===== config.mk =====
export PLATFORM = sky130hd
export DESIGN_NAME = section_sync_deframer_crc_check
export DESIGN_NICKNAME = d
export VERILOG_FILES = /design/src/hdl/ssdc_pkg.sv /design/src/hdl/section_sync_deframer_crc_check.sv
export SDC_FILE = /design/constraint.sdc
export NUM_CORES = 1
export LEC_CHECK = 0
export ABC_AREA = 0
export BUFFER_PORTS_ARGS = -buffer_cell sky130_fd_sc_hd__buf_4
export CAP_MARGIN = 25
export CORE_MARGIN = 3
export CORE_UTILIZATION = 61
export CTS_CLUSTER_SIZE = 30
export DETAILED_ROUTE_END_ITERATION = 10
export HOLD_SLACK_MARGIN = 0.1
export PLACE_DENSITY = 0.78
export SKIP_LAST_GASP = 1
export SLEW_MARGIN = 25
export SYNTH_ARGS = -nofsm -noshare
export SYNTH_HDL_FRONTEND = slang
export SYNTH_SLANG_ARGS = --single-unit

===== constraint.sdc =====
create_clock -name clock -period 5.1 [get_ports clock]
set_input_delay 1.02 -clock clock [delete_from_list [all_inputs] [get_ports clock]]
set_output_delay 1.02 -clock clock [all_outputs]
set_load 0.02 [all_outputs]

===== src/hdl/ssdc_pkg.sv =====
// Shared types, constants and the CRC32 byte update for the section deframer.
// No dependencies; used by the top level and its checker.
`default_nettype none

package ssdc_pkg;

   localparam int HDR_LEN = 5;

   localparam logic [7:0]  SYNC_B0       = 8'h60;
   localparam logic [7:0]  SYNC_B1       = 8'h00;
   localparam logic [7:0]  SYNC_B2       = 8'h00;
   localparam logic [7:0]  SYNC_B3       = 8'hB0;
   localparam logic [12:0] MAX_BYTES_RST = 13'd4100;
   localparam logic [31:0] CRC_POLY      = 32'h04C1_1DB7;
   localparam logic [31:0] CRC_INIT      = 32'hFFFF_FFFF;

   typedef enum logic {
      PH_HEADER,
      PH_BODY
   } phase_type;

   typedef enum logic [2:0] {
      ST_BUSY,
      ST_CRC_OK,
      ST_CRC_ERR,
      ST_ZERO_LEN,
      ST_TOO_LONG
   } status_type;

   typedef logic [7:0] byte_type;

   // Expected byte at each hunt position (0 to 3).
   function automatic byte_type sync_byte(input logic [1:0] pos);
      byte_type b;
      unique case (pos)
         2'd0: b = SYNC_B0;
         2'd1: b = SYNC_B1;
         2'd2: b = SYNC_B2;
         2'd3: b = SYNC_B3;
         default: b = SYNC_B0;
      endcase
      return b;
   endfunction

   // MSB-first CRC32 update by one byte.
   function automatic logic [31:0] crc_byte(input logic [31:0] crc, input byte_type b);
      logic [31:0] c;
      c = crc ^ {b, 24'h0};
      for (int i = 0; i < 8; i++) begin
         c = c[31] ? ((c << 1) ^ CRC_POLY) : (c << 1);
      end
      return c;
   endfunction

endpackage

`default_nettype wire


===== src/hdl/section_sync_deframer_crc_check.sv =====
// Section deframer with registered results; body bytes at 1 per cycle unless the output stalls.
// A good header gives 5 results from one byte, so the input stalls after each header
// while the result register drains the held header; earlier header bytes give no result.
// Sync hunt, phase, header position, length count and output valid clear on reset;
// max_section_bytes resets to 4100. Depends on ssdc_pkg.
`default_nettype none

module section_sync_deframer_crc_check (
   input  wire         clock,
   input  wire         reset,
   input  wire         csr_wr_en,
   input  wire  [12:0] csr_wr_data,   // max_section_bytes
   input  wire         req_tvalid,
   output logic        req_tready,
   input  wire  [7:0]  req_tdata,     // data_byte
   output logic        rsp_tvalid,
   input  wire         rsp_tready,
   output logic [23:0] rsp_tdata,     // out_byte [7:0], pid [20:8], zero fill
   output logic [3:0]  rsp_tuser,     // section_start [0], status [3:1]
   output logic        rsp_tlast      // section_last
);

   // control state
   logic                 in_sync_ff, in_sync_in;
   ssdc_pkg::phase_type  phase_ff, phase_in;
   logic [2:0]           hpos_ff, hpos_in;
   logic [11:0]          remain_ff, remain_in;
   logic [31:0]          crc_ff, crc_in;
   logic [2:0]           hdr_left_ff, hdr_left_in;
   logic [12:0]          max_bytes_ff;
   logic                 rsp_valid_ff, rsp_valid_in;

   // payload
   ssdc_pkg::byte_type   hdr_ff [ssdc_pkg::HDR_LEN];
   ssdc_pkg::byte_type   hdr_in [ssdc_pkg::HDR_LEN];
   logic [7:0]           byte_ff, byte_in;
   logic [12:0]          pid_ff, pid_in;
   logic                 start_ff, start_in;
   logic                 last_ff, last_in;
   ssdc_pkg::status_type status_ff, status_in;

   logic        accept;
   logic        out_free;
   logic [2:0]  pos;
   logic [2:0]  hdr_idx;
   logic [31:0] crc_step;
   logic [11:0] len;
   logic [12:0] total;
   logic [12:0] pid_now;

   assign out_free   = !rsp_valid_ff || rsp_tready;
   assign req_tready = (hdr_left_ff == 3'd0) && out_free;
   assign accept     = req_tvalid && req_tready;

   assign rsp_tvalid = rsp_valid_ff;
   assign rsp_tdata  = {3'b000, pid_ff, byte_ff};
   assign rsp_tuser  = {status_ff, start_ff};
   assign rsp_tlast  = last_ff;

   always_comb begin
      in_sync_in   = in_sync_ff;
      phase_in     = phase_ff;
      hpos_in      = hpos_ff;
      remain_in    = remain_ff;
      crc_in       = crc_ff;
      hdr_left_in  = hdr_left_ff;
      rsp_valid_in = rsp_valid_ff && !rsp_tready;
      hdr_in       = hdr_ff;
      byte_in      = byte_ff;
      pid_in       = pid_ff;
      start_in     = start_ff;
      last_in      = last_ff;
      status_in    = status_ff;

      pos      = (hpos_ff >= 3'(ssdc_pkg::HDR_LEN)) ? 3'd0 : hpos_ff;
      hdr_idx  = 3'(ssdc_pkg::HDR_LEN) - hdr_left_ff;
      pid_now  = {hdr_ff[0][4:0], hdr_ff[1]};
      len      = {hdr_ff[3][3:0], req_tdata};
      total    = 13'(ssdc_pkg::HDR_LEN) + {1'b0, len};
      // header CRC starts afresh at byte 2
      crc_step = ssdc_pkg::crc_byte(
         (phase_ff == ssdc_pkg::PH_HEADER && pos == 3'd2) ? ssdc_pkg::CRC_INIT : crc_ff,
         req_tdata);

      if (hdr_left_ff != 3'd0) begin
         // drain the held header bytes one transfer at a time
         if (out_free) begin
            rsp_valid_in = 1'b1;
            byte_in      = hdr_ff[hdr_idx];
            pid_in       = pid_now;
            start_in     = 1'b0;
            last_in      = 1'b0;
            status_in    = ssdc_pkg::ST_BUSY;
            hdr_left_in  = hdr_left_ff - 3'd1;
         end
      end else if (accept) begin
         unique case (phase_ff)
            ssdc_pkg::PH_BODY: begin
               crc_in       = crc_step;
               remain_in    = remain_ff - 12'd1;
               rsp_valid_in = 1'b1;
               byte_in      = req_tdata;
               pid_in       = pid_now;
               start_in     = 1'b0;
               if (remain_in == 12'd0) begin
                  last_in    = 1'b1;
                  status_in  = (crc_step == 32'd0) ? ssdc_pkg::ST_CRC_OK
                                                   : ssdc_pkg::ST_CRC_ERR;
                  in_sync_in = 1'b1;
                  phase_in   = ssdc_pkg::PH_HEADER;
                  hpos_in    = 3'd0;
               end else begin
                  last_in   = 1'b0;
                  status_in = ssdc_pkg::ST_BUSY;
               end
            end
            ssdc_pkg::PH_HEADER: begin
               if (!in_sync_ff && pos < 3'd4
                   && req_tdata != ssdc_pkg::sync_byte(pos[1:0])) begin
                  // restart the hunt, keeping a fresh first byte
                  if (req_tdata == ssdc_pkg::SYNC_B0) begin
                     hdr_in[0] = req_tdata;
                     hpos_in   = 3'd1;
                  end else begin
                     hpos_in = 3'd0;
                  end
               end else begin
                  hdr_in[pos] = req_tdata;
                  if (pos >= 3'd2) begin
                     crc_in = crc_step;
                  end
                  if (pos != 3'd4) begin
                     hpos_in = pos + 3'd1;
                  end else begin
                     hpos_in      = 3'd0;
                     rsp_valid_in = 1'b1;
                     pid_in       = pid_now;
                     priority if (len == 12'd0) begin
                        in_sync_in = 1'b0;
                        byte_in    = 8'd0;
                        start_in   = 1'b0;
                        last_in    = 1'b1;
                        status_in  = ssdc_pkg::ST_ZERO_LEN;
                     end else if (total > max_bytes_ff) begin
                        in_sync_in = 1'b0;
                        byte_in    = 8'd0;
                        start_in   = 1'b0;
                        last_in    = 1'b1;
                        status_in  = ssdc_pkg::ST_TOO_LONG;
                     end else begin
                        remain_in   = len;
                        phase_in    = ssdc_pkg::PH_BODY;
                        byte_in     = {3'b000, hdr_ff[0][4:0]};
                        start_in    = 1'b1;
                        last_in     = 1'b0;
                        status_in   = ssdc_pkg::ST_BUSY;
                        hdr_left_in = 3'(ssdc_pkg::HDR_LEN - 1);
                     end
                  end
               end
            end
            default: phase_in = ssdc_pkg::PH_HEADER;
         endcase
      end
   end

   always_ff @(posedge clock) begin
      if (reset) begin
         in_sync_ff   <= 1'b0;
         phase_ff     <= ssdc_pkg::PH_HEADER;
         hpos_ff      <= 3'd0;
         remain_ff    <= 12'd0;
         crc_ff       <= ssdc_pkg::CRC_INIT;
         hdr_left_ff  <= 3'd0;
         rsp_valid_ff <= 1'b0;
         max_bytes_ff <= ssdc_pkg::MAX_BYTES_RST;
      end else begin
         in_sync_ff   <= in_sync_in;
         phase_ff     <= phase_in;
         hpos_ff      <= hpos_in;
         remain_ff    <= remain_in;
         crc_ff       <= crc_in;
         hdr_left_ff  <= hdr_left_in;
         rsp_valid_ff <= rsp_valid_in;
         if (csr_wr_en) begin
            max_bytes_ff <= csr_wr_data;
         end
      end
   end

   always_ff @(posedge clock) begin
      hdr_ff    <= hdr_in;
      byte_ff   <= byte_in;
      pid_ff    <= pid_in;
      start_ff  <= start_in;
      last_ff   <= last_in;
      status_ff <= status_in;
   end

endmodule

`default_nettype wire


==> impl_metrics.yaml <==
synth:
  synth_mux_area_share_pct: 3.891
  synth_top_family_by_area: "simple AND/OR/NAND/NOR gates"
  synthesis.area_um2: 7974
  synth_area_per_cell_um2: 9.584
  netlist_instances: 832
  synthAdderAreaFrac_pct: 3.295
  yosysTopAreaCell: "edfxtp_1"
  synth_seq_cells: 132
  synth_compound_area_share_pct: 16.65
  ys_types: 67
  synth_xor_area_share_pct: 12.32
  synth_flop_cell: "edfxtp_1"
  synth_area_leaders: "edfxtp_1, dfxtp_1, xnor2_1"
  yosys.area_share.simple_pct: 17.87
  async_flop_share_pct: 0
  yosysTopAreaCellShare_pct: 24.85
  synth_edf_count: 66
  yosysSeqAreaShare_pct: 41.42
  yosys_warnings: 0
power_and_ir_drop:
  ir_drop_uv: 261.5
  sequentialPowerShare_pct: 38.3
  powerDensity_nw_per_um2: 380.0
  p_leak_nw: 3.574
  combinationalPowerShare_pct: 26.0
  power_mw: 3.433
  switching_share_pct: 30.91
  internal-power_mw: 2.372
  clkPwrFrac_pct: 35.7
  p_switching_mw: 1.061
clock_network:
  htree_levels: 4
  cts_buffer_depth: 2
  worst_setup_hold_path_clk_slew_ps: 60
  cts_resized: 0
  post_cts_buffers: 0
  clk-insertion-delay-late_ps: 430
  tritoncts: "yes"
  cts-buffers-inserted: 17
  clock_sinks: 132
  hold_buffers: 0
  clockRootBuffer: "clkbuf_16"
finish:
  mostFrequentLayoutCells: "nor2_1, nand2_1, buf_4"
  syn2layout_area_growth_pct: 13.29
  antenna_cells: 0
  nets: 910
  drive_gt1_share_pct: 14.84
  fin_area_um2: 9034
  final_common_cell: "nor2_1"
  final_util_pct: 71.01
  final-instance-count-excl-fill: 1048
global_route:
  antenna_found_initial: 0
  grt.total_usage_pct: 28.80
  grt-ovfl-total: 0
  grt_pass1_vias: 6252
  grt_max_degree: 42
  grt_pass1_wl_mm: 32.56
place:
  dpl.hpwl_mm: 14.29
  port_buffers: 53
  gp_congestion: 0.9437
  dpl-instance-area_um2: 8451
  placedCellCount: 1016
  dpl_worst_slack_ps: 706.4
sta:
  min_period_over_period_pct: 83.93
  holdWs_ps: 449.0
  slew_headroom_pct: 33.49
  rsz0062_at_grt: "no"
  slew_viol_final: 0
  hold_violations: 0
  finClkSkew_ps: 7.519
  postLayoutSetupSlackWorst_ps: 819.8
  tns_ps: 0
  tightest_slew_ps: 988.5
  setup_violations: 0
  final.min_clock_period_ps: 4280
  fmaxAchievable_mhz: 233.6
setup_path:
  r2r_cells: 11
  startpoint_type: "flop"
  critPathCaptureType: "flop"
  path_max_fanout: 22
  cp.arrival_ps: 4460
  reg2reg_slack_ps: 820
  critPathCapture: "status_ff[1]"
  crit_chain: "nor4b_4 -> buf_4 -> buf_4 -> nor3_1 -> nor2_4 -> xnor2_1 -> xnor2_1 -> o211ai_1 -> nor4b_1 -> a31o_2 -> a21boi_1"
  crit_path_start: "hpos_ff[2]"
  r2r_start: "hpos_ff[2]"
  crit_slowest_cell: "nor4b_4"
  reg2reg_to: "status_ff[1]"
  critPathMaxStageDelay_ps: 830
  worstSetupPathType: "flop to flop"
  required_ps: 5280
route:
  vias: 6530
  detail-route-antenna-nets: 0
  finalWirelength_mm: 20.28
  drt_pass1_iterations: 6
  detail_route.wl_per_cell_um: 19.35
  drtIter0Drc: 704
  route.detailed.drc: 0
  detail_route.vias_per_cell: 6.231
worst_hold_path:
  worstHoldStart: "hdr_ff[28]"
  min_path_type: "flop to flop"
floorplan:
  die_h_um: 120.3
  start_util_pct: 62.68
  core_um2: 12720
  rows: 41
  die_area_um2: 14480
  ioPinCount: 57
  die_w_um: 120.3
status:
  status: "finished, final reports clean"
job:
  cap_violations: 0
-- routing by layer --
metal  part of all wire [%]  vias up  track usage, %
li1                       -     3086               -
met1                     42     3091           37.52
met2                     47      304           46.12
met3                    7.4       49           6.876
met4                    2.7        0           12.39
met5                      0        -               0
-- state kept, by name, indices dropped and copies added (netlist names), 3 cells and up --
signal and cells:
hdr_ff 40, crc_ff 32, max_bytes_ff 13, pid_ff 13, remain_ff 12, byte_ff 8
hdr_left_ff 3, hpos_ff 3, status_ff 3
-- synth_stat cells (7+ instances only) --
master	count
o21ai_0	14
nor3_1	28
o221a_2	8
xnor3_1	9
o211ai_1	38
o21a_1	13
a31oi_1	8
inv_1	23
nand2_1	74
nand3_1	24
nor2_1	83
a211oi_1	12
xor2_1	15
clkbuf_1	40
and2_1	14
mux2i_1	31
ha_1	21
edfxtp_1	66
xnor2_1	60
a21o_1	7
a221oi_1	9
a21oi_1	42
dfxtp_1	66
or3_1	10
nand4_1	8
-- worst max-delay path: cells and delay by family (launching register included) --
family,cells,cell delay [ps]
XOR/XNOR,2,540
flip-flops,1,370
AND/OR/NAND/NOR,4,2010
buffers and inverters,2,570
AO/OA/AOI/OAI,3,530
-- area by class of cell --
type / instances / area (µm²)
inverter: 24 / 90.09
tap: 172 / 215.2
sequential: 132 / 3303
fill: 985 / 3689
timing repair buffer: 67 / 503.0
multi-input combinational: 621 / 4342
clock buffer: 23 / 447.9
clock inverter: 9 / 132.6
-- worst min-delay path by stage --
stage	to	slack (ps)	cells past startpoint
2_1_floorplan	pid_ff[0]	430	0
3_3_place_gp	pid_ff[2]	440	0
3_5_place_dp	pid_ff[2]	440	0
4_1_cts	pid_ff[4]	450	0
5_1_grt	pid_ff[4]	450	0
6_report	pid_ff[4]	450	0
-- power by group through the flow --
stage,registers [mW],logic [mW],clock network [mW]
2_1_floorplan,1.41,0.534,0
3_3_place_gp,1.33,0.860,0
3_5_place_dp,1.34,0.876,0
4_1_cts,1.31,0.883,1.23
5_1_grt,1.32,0.962,1.28
6_report,1.31,0.892,1.23
-- cell families after synthesis --
kind of cell,after synthesis
AOI/OAI and AO/OA,187
buffers and inverters,81
DFF,132
and+or+nand+nor,290
other,1
xor gates and xnor gates,89
muxes,31
adders and majority gates,21
No activity file was read; power rests on OpenSTA's default activity.
